File: src/hdl/packed_index_unpacker_macros.svh
// Assertion macros used by the packed index unpacker datapath.
// Depends on nothing; included by pidx_datapath, the module that carries assertions.
`ifndef PACKED_INDEX_UNPACKER_MACROS_SVH
`define PACKED_INDEX_UNPACKER_MACROS_SVH

// Same-cycle implication, disabled while reset is asserted.
`define PIDX_ASSERT_IMP(label, clk, rst_n, ante, cons) \
    label: assert property (@(posedge clk) disable iff (!rst_n) (ante) |-> (cons)) \
        else $error("%m: implication check failed");

// Next-cycle implication, disabled while reset is asserted.
`define PIDX_ASSERT_NXT(label, clk, rst_n, ante, cons) \
    label: assert property (@(posedge clk) disable iff (!rst_n) (ante) |=> (cons)) \
        else $error("%m: next-cycle check failed");

`endif

File: src/hdl/pidx_pkg.sv
// Shared constants, types, codes and helper functions of the packed index unpacker.
// Depends on nothing; used by pidx_ctrl, pidx_datapath and packed_index_unpacker.
`timescale 1ns / 1ps

package pidx_pkg;

    localparam int MAX_EDGE      = 256;
    localparam int PALETTE_DEPTH = 4096;
    localparam int WORD_W        = 64;
    localparam int ID_W_MIN      = 2;
    localparam int ID_W_MAX      = 12;
    localparam int COORD_W       = $clog2(MAX_EDGE);
    localparam int SIZE_W        = 9;
    localparam int PCOUNT_W      = 13;
    localparam int TBL_AW        = $clog2(PALETTE_DEPTH);
    localparam int COLOR_W       = 8;
    localparam int BUF_W         = WORD_W + ID_W_MAX;
    localparam int REM_W         = $clog2(BUF_W + 1);
    localparam int RCNT_W        = 4;
    localparam int IDW_W         = $clog2(ID_W_MAX + 1);
    localparam int CFG_IDX_W     = 2;

    typedef logic [COORD_W-1:0]  coord_t;
    typedef logic [SIZE_W-1:0]   size_t;
    typedef logic [PCOUNT_W-1:0] pcount_t;
    typedef logic [TBL_AW-1:0]   tbl_addr_t;
    typedef logic [COLOR_W-1:0]  color_t;
    typedef logic [BUF_W-1:0]    buf_t;
    typedef logic [REM_W-1:0]    rem_t;
    typedef logic [RCNT_W-1:0]   rcnt_t;
    typedef logic [IDW_W-1:0]    idw_t;
    typedef logic [ID_W_MAX-1:0] id_t;
    typedef logic [1:0]          kind_t;
    typedef logic [1:0]          status_t;
    typedef logic [CFG_IDX_W-1:0] cfg_idx_t;

    // Request kinds
    localparam kind_t KIND_LOAD  = 2'd0;
    localparam kind_t KIND_DATA  = 2'd1;
    localparam kind_t KIND_START = 2'd2;

    // Result status codes
    localparam status_t ST_VOXEL  = 2'd0;
    localparam status_t ST_SHORT  = 2'd1;
    localparam status_t ST_BEYOND = 2'd2;

    // Configuration register indexes
    localparam cfg_idx_t CFG_SIZE_X = 2'd0;
    localparam cfg_idx_t CFG_SIZE_Y = 2'd1;
    localparam cfg_idx_t CFG_SIZE_Z = 2'd2;
    localparam cfg_idx_t CFG_PCOUNT = 2'd3;

    // Controller to datapath
    typedef struct packed {
        logic tbl_wr;
        logic restart;
        logic load;
        logic adv;
        logic step;
        logic close;
        logic push_short;
        logic push_last;
    } pidx_cmd_t;

    // Datapath to controller
    typedef struct packed {
        logic complete;
        logic more;
        logic s2_valid;
        logic p_valid;
        logic short_pend;
        logic o_free;
    } pidx_stat_t;

    // Zero reads as one, anything past the edge limit clamps to it.
    function automatic size_t eff_size(input size_t s);
        size_t r;
        if (s == '0)
            r = size_t'(1);
        else if (s > size_t'(MAX_EDGE))
            r = size_t'(MAX_EDGE);
        else
            r = s;
        return r;
    endfunction

    // Smallest width that covers the palette, clamped to [ID_W_MIN, ID_W_MAX].
    function automatic idw_t id_width(input pcount_t pc);
        idw_t w;
        w = idw_t'(ID_W_MAX);
        for (int i = ID_W_MAX - 1; i >= ID_W_MIN; i--)
        begin
            if (32'(pc) <= (32'd1 << i))
                w = idw_t'(i);
        end
        return w;
    endfunction

    function automatic id_t id_mask(input idw_t w);
        id_t ones;
        ones = '1;
        return ones >> (idw_t'(ID_W_MAX) - w);
    endfunction

endpackage

File: src/hdl/pidx_ctrl.sv
// Sequencing state machine of the packed index unpacker.
// Depends on pidx_pkg; drives pidx_datapath through pidx_cmd_t.
`timescale 1ns / 1ps

module pidx_ctrl
(
    input  logic                   clk,
    input  logic                   rst_n,
    input  logic                   in_valid,
    input  pidx_pkg::kind_t        kind,
    output logic                   in_stall,
    input  pidx_pkg::pidx_stat_t   stat,
    output pidx_pkg::pidx_cmd_t    cmd
);

    localparam logic [2:0] S_IDLE   = 3'd0;
    localparam logic [2:0] S_UNPACK = 3'd1;
    localparam logic [2:0] S_DRAIN  = 3'd2;
    localparam logic [2:0] S_TAIL   = 3'd3;
    localparam logic [2:0] S_LAST   = 3'd4;

    logic [2:0] state_reg;
    logic [2:0] state_next;

    assign in_stall = (state_reg != S_IDLE);

    always_comb
    begin
        state_next = state_reg;
        cmd        = '0;
        unique case (state_reg)
            S_IDLE:
            begin
                if (in_valid)
                begin
                    unique case (kind)
                        pidx_pkg::KIND_LOAD:  cmd.tbl_wr  = 1'b1;
                        pidx_pkg::KIND_START: cmd.restart = 1'b1;
                        pidx_pkg::KIND_DATA:
                        begin
                            if (!stat.complete)
                            begin
                                cmd.load   = 1'b1;
                                state_next = S_UNPACK;
                            end
                        end
                        default: ;
                    endcase
                end
            end
            S_UNPACK:
            begin
                cmd.adv  = stat.o_free;
                cmd.step = stat.o_free && stat.more;
                if (!stat.more)
                begin
                    cmd.close  = 1'b1;
                    state_next = S_DRAIN;
                end
            end
            S_DRAIN:
            begin
                if (stat.s2_valid)
                    cmd.adv = stat.o_free;
                else
                    state_next = S_TAIL;
            end
            S_TAIL:
            begin
                if (!stat.short_pend)
                    state_next = S_LAST;
                else if (stat.o_free)
                begin
                    cmd.push_short = 1'b1;
                    state_next     = S_LAST;
                end
            end
            S_LAST:
            begin
                if (!stat.p_valid)
                    state_next = S_IDLE;
                else if (stat.o_free)
                begin
                    cmd.push_last = 1'b1;
                    state_next    = S_IDLE;
                end
            end
            default: state_next = S_IDLE;
        endcase
    end

    always_ff @(posedge clk or negedge rst_n)
    begin
        if (!rst_n)
            state_reg <= S_IDLE;
        else
            state_reg <= state_next;
    end

endmodule

File: config.mk
export PLATFORM = sky130hd
export DESIGN_NAME = pidx_ctrl
export DESIGN_NICKNAME = d
export VERILOG_FILES = /design/src/hdl/packed_index_unpacker_macros.svh /design/src/hdl/pidx_pkg.sv /design/src/hdl/pidx_ctrl.sv
export SDC_FILE = /design/constraint.sdc
export NUM_CORES = 1
export LEC_CHECK = 0
export BUFFER_PORTS_ARGS = -buffer_cell sky130_fd_sc_hd__buf_2
export CELL_PAD_IN_SITES_DETAIL_PLACEMENT = 1
export CELL_PAD_IN_SITES_GLOBAL_PLACEMENT = 1
export CORE_AREA = 2 2 39 41
export CTS_CLUSTER_DIAMETER = 120
export DETAILED_ROUTE_END_ITERATION = 16
export DIE_AREA = 0 0 41 43
export HOLD_SLACK_MARGIN = 0.08
export PLACE_DENSITY_LB_ADDON = 0.1
export SYNTH_ARGS = -nofsm -noshare
export SYNTH_HDL_FRONTEND = slang
export SYNTH_SLANG_ARGS = --single-unit
File: constraint.sdc
create_clock -name clk -period 1.6 [get_ports clk]
set_clock_uncertainty 0.05 [all_clocks]
set_input_delay 0.32 -clock clk [delete_from_list [all_inputs] [get_ports clk]]
set_output_delay 0.32 -clock clk [all_outputs]
set_load 0.05 [all_outputs]
==> metrics.log, run 1 <==
INFO  metric netlist_top_cells_count = sky130_fd_sc_hd__nor2_1 (8), sky130_fd_sc_hd__dfrtp_1 (3)
INFO  metric clk_latency = 0.23 ns
INFO  metric multiInputGateArea = 276.5 µm²
INFO  metric setup_viol_count_final = 9
INFO  metric placedCellCount = 74
INFO  metric path_buf_inv = 1
INFO  metric share_of_post_route_cells_with_drive_strength_above_1 = 0.6338
INFO  metric grt-ovfl-total = 0
INFO  metric initial_core_util = 0.2423
INFO  metric grt_util_all_layers = 0.1658
INFO  metric post_synth_instance_area = 335.3 µm²
INFO  metric fin_total_pwr = between 1 and 1.5 mW
INFO  metric maximum_number_of_pins_on_one_net_before_global_route_repair = 11
INFO  metric cts.root.buffer_cell = sky130_fd_sc_hd__clkbuf_4
INFO  metric finalHoldWorstSlack = 0.3321 ns
INFO  metric min_delay_path_depth = 2
INFO  metric layout.cells.non_filler = 87
INFO  metric final_max_slew_viol_count = 0
INFO  metric core = 0.001384 mm²
INFO  metric synth-edff-count = 0
INFO  metric asyncSetResetFlopFracSynth = 1.000
INFO  metric antenna_nets_post_route = 0
INFO  metric detailedRoute.firstIterationViolations = 3
INFO  metric cts-buffers-inserted = 3
INFO  metric maxSlewHeadroom = 0.8185
INFO  metric synth_top_area_share = 0.2239
INFO  metric syn_avg_cell_area = 8.824 µm²
INFO  metric area_delta_synth_final = 106.0%
INFO  metric leakagePower = 0.3298 nW
INFO  metric postSynthRegisterBits = 3
INFO  metric critical_path_peak_fanout = 3
INFO  metric crit_path_cell_trace = or3_4 > nor4b_4 > buf_6
INFO  metric post_route_worst_setup_slack = -0.2686 ns
INFO  metric crit-reg2reg-capture = state_reg[0]
INFO  metric layout.nets = a little over 80
INFO  metric postSynthCellCount = 38
INFO  metric crit-reg2reg-launch = state_reg[1]
INFO  metric critical_path.endpoint_type = output port
INFO  metric violations = setup timing
INFO  metric synthesis.nets = slightly below 50
INFO  metric finish.utilization = 0.4991
INFO  metric dominantRegCellSynth = sky130_fd_sc_hd__dfrtp_1
INFO  metric postRouteWirelength = 1190 µm
INFO  metric worstHoldEndpoint = state_reg[2]
INFO  metric tritoncts = built
INFO  metric num_rows = 14
INFO  metric avgViaCountPerCell = 4.644
INFO  metric critPathLaunch = state_reg[1]
INFO  metric synthMostInstantiatedCell = sky130_fd_sc_hd__nor2_1
INFO  metric final_min_period_over_clock_period = 1.168
INFO  metric synth_top_area_cell = sky130_fd_sc_hd__dfrtp_1
INFO  metric depth_of_the_worst_register_to_register_path = 6
INFO  metric insertedDiodeCount = 0
INFO  metric place.port_buffers = 19
INFO  metric dp_hpwl = 836.4 µm
INFO  metric drv_cap = 0
INFO  metric number_of_antenna_violations_at_the_first_check_in_global_routing = 0
INFO  metric rsz0062_at_grt = true
INFO  metric critical_path_max_stage_delay = 0.43 ns
INFO  metric die-area = 0.001763 mm²
INFO  metric routed_wire_length_per_instance = 13.68 µm
INFO  metric route.detailed.drc = 0
INFO  metric max_reg_flops = 3
INFO  metric critPathSlowestCell = sky130_fd_sc_hd__or3_4
INFO  metric clock_transition_time_at_the_flip_flop_clock_pins_of_the_worst_setup_and_hold_paths = 0.04 ns
INFO  metric arrival = 1.50 ns
INFO  metric required = 1.23 ns
INFO  metric layout.filler_cells = 177
INFO  metric layout.area.seq = 75.07 µm²
INFO  metric cts.sink_count = 3
INFO  metric worst_setup_path_start_kind = register
INFO  metric timing.critical_path.depth = 3
INFO  metric ioPinCount = 20
INFO  metric clock.fmax = between 500 and 600 MHz
INFO  metric pin_slew_with_the_least_headroom_to_its_limit = 0.2711 ns
INFO  metric route.vias.total = 404
INFO  metric grt_pass1_wl = 1918 µm
INFO  metric min_from = stat[2]
INFO  metric dr.pass1.iters = 5
INFO  metric post_synth_num_cell_types = 23
INFO  metric grt_pass1_vias = 439
INFO  metric die_width = approximately 41 µm
INFO  metric synth_area_leaders = sky130_fd_sc_hd__dfrtp_1 (22%), sky130_fd_sc_hd__nor4b_4 (14%), sky130_fd_sc_hd__nor2_1 (9.0%)
INFO  metric cellPowerDensity = ~1700 mW/mm²
INFO  metric clock_path_buffers = 2
INFO  metric synth_warnings = 0
INFO  metric status = finished with violations
INFO  metric htree_num_levels = 1
INFO  metric period_needed = 1.869 ns
INFO  metric die_extent_in_y = 43 µm
INFO  metric routability_congestion_estimate = 0.7353
INFO  metric timing.hold.worst.class = in2reg
INFO  metric r2r_setup_slk = approximately 0.080 ns
INFO  metric report.final.hold_viol_count = 0
INFO  metric crit_path_max_delay_family = simple AND/OR/NAND/NOR gates
INFO  metric irDropWorstVdd = 0.6786 mV
INFO  metric yosysSeqAreaShare = 0.2239
INFO  metric timing.setup.critical_path_class = reg2out
cell type report:
| cell class | instances | share of cell area |
|---|---|---|
| Clock buffer | 4 | 0.03804 |
| Inverter | 2 | 0.01087 |
| Multi-Input combinational cell | 30 | 0.4004 |
| Sequential cell | 3 | 0.1087 |
| Tap cell | 16 | 0.02899 |
| Timing Repair Buffer | 32 | 0.4130 |
layer usage:
layer / track usage / vias up / part of all wire
li1: - / 204 / -
met1: 0.1677 / 191 / 0.34
met2: 0.3031 / 9 / 0.62
met3: 0.02094 / 0 / 0.037
met4: 0.08000 / 0 / 0
met5: 0 / - / 0
per-stage QoR:
stage               setup TNS, ns  area [µm²]  setup WS [ns]
floorplan                  -1.603       347.8        -0.4061
global placement          -0.1667       471.7       -0.05100
detailed placement        -0.3479       471.7        -0.1144
CTS                        -1.740       648.1        -0.2651
global route               -2.349       690.7        -0.3322
finish                     -1.770       690.7        -0.2686
logic make-up after synthesis:
kind of cell / count (synthesis) / synth area share
flops: 3 / 0.2239
compound gates: 5 / 0.1157
buf+inv: 5 / 0.08583
simple gates: 24 / 0.5448
mux: 1 / 0.02985
power by group:
part	internal, mW	switching, mW
Clock	0.0934	0.0384
Combinational	0.452	0.481
Sequential	0.105	0.0162
Total	0.651	0.535
cell usage in the layout, fill, tap and decap left out:
cell                            netlist  final
sky130_fd_sc_hd__buf_6                1     12
sky130_fd_sc_hd__buf_2                2     10
sky130_fd_sc_hd__buf_4                0      6
sky130_fd_sc_hd__nor2_1               8      4
sky130_fd_sc_hd__nor4b_4              2      3
sky130_fd_sc_hd__nor2_4               0      3
sky130_fd_sc_hd__clkbuf_4             0      3
sky130_fd_sc_hd__buf_8                0      3
sky130_fd_sc_hd__dfrtp_1              3      3
sky130_fd_sc_hd__inv_1                2      2
sky130_fd_sc_hd__nand2_1              2      2
sky130_fd_sc_hd__nor3b_1              2      2
sky130_fd_sc_hd__nor2b_1              1      1
sky130_fd_sc_hd__mux2i_1              1      1
sky130_fd_sc_hd__nor3_2               0      1
sky130_fd_sc_hd__nand3_1              1      1
sky130_fd_sc_hd__or3_4                1      1
sky130_fd_sc_hd__nand3b_1             1      1
sky130_fd_sc_hd__nor2_2               0      1
sky130_fd_sc_hd__and4_1               1      1
sky130_fd_sc_hd__or3b_4               0      1
sky130_fd_sc_hd__nand4b_1             1      1
sky130_fd_sc_hd__a211o_1              1      1
sky130_fd_sc_hd__a21oi_1              2      1
sky130_fd_sc_hd__a41o_1               1      1
sky130_fd_sc_hd__nand4_1              1      1
sky130_fd_sc_hd__o211a_1              1      1
sky130_fd_sc_hd__a21oi_2              0      1
sky130_fd_sc_hd__clkbuf_1             0      1
sky130_fd_sc_hd__dlygate4sd3_1        0      1
how the worst max path moves through the flow:
stage,end
6_report,cmd[7]
5_1_grt,cmd[3]
4_1_cts,cmd[7]
3_5_place_dp,cmd[7]
3_3_place_gp,cmd[7]
2_1_floorplan,cmd[6]
what timing repair did:
action / in CTS / in global routing
hold buffers: 1 / 0
gates resized for setup: 27 / 7
hold endpoints to repair: 3 / 0
setup buffers: 6 / 2
pin swaps: 5 / 2
setup endpoints to repair: 9 / 9
gates cloned: 0 / 0
No activity file was read; power rests on OpenSTA's default activity.
==> run 2: changes to the inputs <==
--- a/config.mk
+++ b/config.mk
@@ -13,7 +13,8 @@
 export DETAILED_ROUTE_END_ITERATION = 16
 export DIE_AREA = 0 0 41 43
 export HOLD_SLACK_MARGIN = 0.08
-export PLACE_DENSITY_LB_ADDON = 0.1
+export PLACE_DENSITY_LB_ADDON = 0.15
+export SETUP_SLACK_MARGIN = 0.5
 export SYNTH_ARGS = -nofsm -noshare
 export SYNTH_HDL_FRONTEND = slang
 export SYNTH_SLANG_ARGS = --single-unit
==> metrics.log, run 2 (synthesis results as in run 1) <==
INFO  metric finish.utilization = 0.4973
INFO  metric area_delta_synth_final = 105.2%
INFO  metric path_buf_inv = 1
INFO  metric crit-reg2reg-launch = state_reg[1]
INFO  metric num_rows = 14
INFO  metric core = roughly 0.0014 mm²
INFO  metric pin_slew_with_the_least_headroom_to_its_limit = 0.2354 ns
INFO  metric routed_wire_length_per_instance = between 10 and 15 µm
INFO  metric arrival = between 1.5 and 2 ns
INFO  metric die-area = ~0.0018 mm²
INFO  metric die_width = 41 µm
INFO  metric tritoncts = built
INFO  metric route.detailed.drc = 0
INFO  metric r2r_setup_slk = 0.27 ns
INFO  metric grt-ovfl-total = 0
INFO  metric finish.instance_area = 688.2 µm²
INFO  metric violations = setup timing
INFO  metric post_dp_cell_area = 499.2 µm²
INFO  metric setup_viol_count_final = 9
INFO  metric insertedDiodeCount = 0
INFO  metric max_reg_flops = 3
INFO  metric timing.hold.worst.class = in2reg
INFO  metric route.vias.total = 412
INFO  metric postRouteWirelength = 1192 µm
INFO  metric detailedRoute.firstIterationViolations = 1
INFO  metric timing.setup.critical_path_class = reg2out
INFO  metric share_of_post_route_cells_with_drive_strength_above_1 = 0.6571
INFO  metric critical_path_peak_fanout = 3
INFO  metric avgViaCountPerCell = 4.791
INFO  metric final_min_period_over_clock_period = 1.175
INFO  metric grt_pass1_wl = around 1800 µm
INFO  metric place.port_buffers = 19
INFO  metric min_from = stat[2]
INFO  metric drv_cap = 0
INFO  metric worstHoldEndpoint = state_reg[2]
INFO  metric critPathLaunch = state_reg[1]
INFO  metric maximum_number_of_pins_on_one_net_before_global_route_repair = 11
INFO  metric report.final.hold_viol_count = 0
INFO  metric crit-reg2reg-capture = state_reg[2]
INFO  metric period_needed = 1.879 ns
INFO  metric layout.cells.most_common_list = sky130_fd_sc_hd__buf_2 (10), sky130_fd_sc_hd__buf_6 (10), sky130_fd_sc_hd__buf_4 (7)
INFO  metric layout.nets = between 80 and 90
INFO  metric post_route_worst_setup_slack = -0.2793 ns
INFO  metric clock_path_buffers = 2
INFO  metric timing.critical_path.depth = 3
INFO  metric antenna_nets_post_route = 0
INFO  metric cts.sink_count = 3
INFO  metric rsz0062_at_grt = true
INFO  metric htree_num_levels = 1
INFO  metric grt_util_all_layers = 0.1610
INFO  metric clock.fmax = about 530 MHz
INFO  metric grt_pass1_vias = ~410
INFO  metric status = finished with violations
INFO  metric layout.filler_cells = 160
INFO  metric min_delay_path_depth = 2
INFO  metric cts.root.buffer_cell = sky130_fd_sc_hd__clkbuf_4
INFO  metric depth_of_the_worst_register_to_register_path = 6
INFO  metric cts-buffers-inserted = 3
INFO  metric clock_transition_time_at_the_flip_flop_clock_pins_of_the_worst_setup_and_hold_paths = 0.04 ns
INFO  metric routability_congestion_estimate = about 0.66
INFO  metric critPathSlowestCell = sky130_fd_sc_hd__or3_4
INFO  metric final_max_slew_viol_count = 0
INFO  metric crit_path_cell_trace = or3_4 > nor4b_4 > buf_6
INFO  metric irDropWorstVdd = about 0.64 mV
INFO  metric dp_hpwl = around 760 µm
INFO  metric number_of_antenna_violations_at_the_first_check_in_global_routing = 0
INFO  metric worst_setup_path_start_kind = register
INFO  metric critical_path.endpoint_type = output port
INFO  metric maxSlewHeadroom = 0.8424
INFO  metric ioPinCount = 20
INFO  metric required = roughly 1.2 ns
INFO  metric critical_path_max_stage_delay = 0.42 ns
INFO  metric cellPowerDensity = 1665 mW/mm²
INFO  metric clk_latency = 0.24 ns
INFO  metric die_extent_in_y = 43 µm
INFO  metric initial_core_util = 0.2423
INFO  metric crit_path_max_delay_family = simple AND/OR/NAND/NOR gates
INFO  metric dr.pass1.iters = 3
INFO  metric leakagePower = 0.3246 nW
-- run 2: final cells by class --
type                       count  area, µm²  area share
inverter                       2      7.507     0.01091
multi-input combinational     30      289.0      0.4200
timing repair buffer          31      270.3      0.3927
clock buffer                   4      26.28     0.03818
sequential                     3      75.07      0.1091
tap                           16      20.02     0.02909
-- run 2: per-layer routing --
metal / vias up / GRT usage / wire length, µm
li1: 203 / - / -
met1: 191 / 0.1748 / 463
met2: 14 / 0.2375 / 631
met3: 4 / 0.03141 / 45
met4: 0 / 0.1600 / 51
met5: - / 0 / 0
-- run 2: repair_timing --
action,4_1_cts,5_1_grt
hold endpoints to repair,3,0
pin swaps,6,2
endpoints found under the setup margin,12,12
resized for setup,26,6
hold buffers,1,0
buffers inserted,5,0
-- run 2: report_power, final --
part,internal [mW],switching [mW]
Combinational,0.418,0.459
Clock,0.0939,0.0459
Sequential,0.105,0.0230
-- run 2: worst max-delay path by stage --
stage,endpoint,slack (ns)
2_1_floorplan,cmd[6],-0.41
3_3_place_gp,cmd[7],-0.07
3_5_place_dp,cmd[7],-0.12
4_1_cts,cmd[7],-0.27
5_1_grt,cmd[7],-0.31
6_report,cmd[7],-0.28
-- run 2: worst register-to-register path, delay by kind of cell (launching register included) --
kind                   cells  cell delay, ns
DFF                        1            0.39
AOI/OAI and AO/OA          2            0.23
buffers and inverters      3            0.38
and+or+nand+nor            1            0.15
-- run 2: stage by stage --
stage | setup TNS [ns] | hold WS (ns) | setup slack, ns | std cells | total power [mW]
2_1_floorplan | -1.595 | -0.02559 | -0.4061 | 38 | 0.6034
3_3_place_gp | -0.2205 | 0.06881 | -0.07089 | 76 | 0.7467
3_5_place_dp | -0.3269 | 0.06604 | -0.1171 | 76 | 0.7496
4_1_cts | -1.553 | 0.3148 | -0.2697 | 86 | 1.111
5_1_grt | -1.965 | 0.3358 | -0.3148 | 86 | 1.220
6_report | -1.584 | 0.3286 | -0.2793 | 86 | 1.146
==> run 3: changes to the inputs <==
==> constraint.sdc (replaced) <==
create_clock -name clk -period 1.6 [get_ports clk]
set_clock_uncertainty 0.05 [all_clocks]
set_input_delay 0.08 -clock clk [delete_from_list [all_inputs] [get_ports clk]]
set_output_delay 0.08 -clock clk [all_outputs]
set_load 0.05 [all_outputs]
==> metrics.log, run 3 (synthesis results as in run 1) <==
INFO  metric antenna_nets_post_route = 0
INFO  metric leakagePower = 0.3280 nW
INFO  metric route.vias.total = 412
INFO  metric die_extent_in_y = 43 µm
INFO  metric layout.cells.most_common_list = sky130_fd_sc_hd__buf_2 (10), sky130_fd_sc_hd__buf_6 (9), sky130_fd_sc_hd__buf_4 (7)
INFO  metric grt-ovfl-total = 0
INFO  metric post_route_worst_setup_slack = -0.01518 ns
INFO  metric postRouteWirelength = 1090 µm
INFO  metric clock_transition_time_at_the_flip_flop_clock_pins_of_the_worst_setup_and_hold_paths = 0.04 ns
INFO  metric met2WireLength = 531 µm
INFO  metric arrival = ~1.5 ns
INFO  metric worst_setup_path_start_kind = register
INFO  metric power.net_switching = roughly 0.52 mW
INFO  metric avgViaCountPerCell = 4.736
INFO  metric insertedDiodeCount = 0
INFO  metric required = 1.47 ns
INFO  metric tritoncts = built
INFO  metric period_needed = 1.615 ns
INFO  metric dr.pass1.iters = 3
INFO  metric rsz0062_at_grt = true
INFO  metric power_frac_seq = 0.114
INFO  metric status = finished with violations
INFO  metric met3WireLength = 40 µm
INFO  metric htree_num_levels = 1
INFO  metric multiInputGateArea = 280.3 µm²
INFO  metric route.detailed.drc = 0
INFO  metric cts.root.buffer_cell = sky130_fd_sc_hd__clkbuf_4
INFO  metric maxSlewHeadroom = 0.8411
INFO  metric drv_cap = 0
INFO  metric grt_pass1_vias = 417
INFO  metric setup_viol_count_final = 1
INFO  metric pin_slew_with_the_least_headroom_to_its_limit = 0.2374 ns
INFO  metric critical_path_peak_fanout = 4
INFO  metric switching_share = 0.4604
INFO  metric share_clk_of_total_power = 0.121
INFO  metric layout.nets = 83
INFO  metric combinationalPowerShare = 0.765
INFO  metric finish.utilization = 0.5009
INFO  metric report.final.hold_viol_count = 0
INFO  metric max_reg_flops = 3
INFO  metric grt_util_all_layers = 0.1490
INFO  metric die-area = 0.001763 mm²
INFO  metric layout.filler_cells = 164
INFO  metric timing.setup.critical_path_class = reg2out
INFO  metric number_of_antenna_violations_at_the_first_check_in_global_routing = 0
INFO  metric pre_cts_slack = ~0.12 ns
INFO  metric initial_core_util = 0.2423
INFO  metric ioPinCount = 20
INFO  metric core = roughly 0.0014 mm²
INFO  metric cts-buffers-inserted = 3
INFO  metric irDropWorstVdd = 0.5668 mV
INFO  metric num_rows = 14
INFO  metric routed_wire_length_per_instance = approximately 13 µm
INFO  metric layout.area.seq = 75.07 µm²
INFO  metric clock_path_buffers = 2
INFO  metric final_max_slew_viol_count = 0
INFO  metric finalHoldWorstSlack = 0.08015 ns
INFO  metric grt_pass1_wl = 1711 µm
INFO  metric p_int = roughly 0.61 mW
INFO  metric dp_hpwl = 742 µm
INFO  metric clk_latency = 0.24 ns
INFO  metric area_delta_synth_final = 106.7%
INFO  metric die_width = 41 µm
INFO  metric place.port_buffers = 19
INFO  metric timing.hold.worst.class = in2reg
INFO  metric critical_path.endpoint_type = output port
INFO  metric routedLengthMet1 = 469 µm
INFO  metric violations = setup timing
INFO  metric cellPowerDensity = 1619 mW/mm²
INFO  metric clock.fmax = 619.1 MHz
INFO  metric share_of_post_route_cells_with_drive_strength_above_1 = 0.6197
INFO  metric routability_congestion_estimate = 0.6198
INFO  metric final_min_period_over_clock_period = 1.009
INFO  metric final_common_cell = sky130_fd_sc_hd__buf_2
INFO  metric maximum_number_of_pins_on_one_net_before_global_route_repair = 11
INFO  metric detailedRoute.firstIterationViolations = 1
INFO  metric cts.sink_count = 3
INFO  metric top_layer_used = met4
run 3: cell count changes in the layout (fill, tap and decap cells not counted):
cell / delta
sky130_fd_sc_hd__a21oi_1: +1
sky130_fd_sc_hd__a21oi_2: -1
sky130_fd_sc_hd__buf_6: -1
sky130_fd_sc_hd__buf_8: +1
sky130_fd_sc_hd__dlygate4sd3_1: +1
sky130_fd_sc_hd__nor3b_1: +1
sky130_fd_sc_hd__nor3b_2: -1
run 3: power by group through the flow:
| stage | clock network [mW] | logic (mW) | registers [mW] |
|---|---|---|---|
| CTS | 0.141 | 0.819 | 0.127 |
| finish | 0.136 | 0.858 | 0.128 |
| floorplan | 0 | 0.499 | 0.119 |
| global placement | 0 | 0.615 | 0.127 |
| global route | 0.142 | 0.911 | 0.131 |
| detailed placement | 0 | 0.612 | 0.128 |
run 3: what timing repair did:
action	in CTS	in global routing
hold buffers	2	0
gates cloned	0	0
endpoints found under the hold margin	4	0
pin swaps	4	2
resized for setup	26	4
setup endpoints to repair	12	12
buffers inserted	5	2
run 3: stage by stage:
| stage | instance area (µm²) | std cells | total power [mW] | setup TNS, ns |
|---|---|---|---|---|
| 2_1_floorplan | 375.4 | 38 | 0.6179 | -0.3402 |
| 3_3_place_gp | 493.0 | 74 | 0.7415 | 0 |
| 3_5_place_dp | 493.0 | 74 | 0.7404 | 0 |
| 4_1_cts | 663.1 | 85 | 1.086 | -0.01928 |
| 5_1_grt | 693.2 | 87 | 1.184 | -0.1064 |
| 6_report | 693.2 | 87 | 1.122 | -0.01518 |
run 3: routing by layer:
| layer | GRT usage | up-vias |
|---|---|---|
| li1 | - | 206 |
| met1 | 0.1883 | 189 |
| met2 | 0.2063 | 13 |
| met3 | 0.01571 | 4 |
| met4 | 0.1400 | 0 |
| met5 | 0 | - |
run 3: cell type report:
cell class / count / area share
tap: 16 / 0.02888
clock buffer: 4 / 0.03791
multi-input combinational: 30 / 0.4043
timing repair buffer: 32 / 0.4097
sequential: 3 / 0.1083
inverter: 2 / 0.01083
run 3: worst max-delay path: stages (launching register included):
cell and delay (ns):
sky130_fd_sc_hd__dfrtp_1 0.42, sky130_fd_sc_hd__or3_4 0.38, sky130_fd_sc_hd__nor4b_4 0.25, sky130_fd_sc_hd__buf_6 0.20
run 3: path summary, 6_finish.rpt:
| check | from | end | slack [ns] | cells past startpoint |
|---|---|---|---|---|
| max reg2reg | state_reg[1] | state_reg[2] | 0.28 | 6 |
| min reg2reg | state_reg[2] | state_reg[0] | 0.59 | 3 |
| min in group asynchronous | rst_n | state_reg[0] | 0.12 | 2 |
| min | stat[5] | state_reg[0] | 0.08 | 4 |
| max | state_reg[2] | cmd[6] | -0.02 | 3 |
| max in group asynchronous | rst_n | state_reg[2] | 1.28 | 2 |
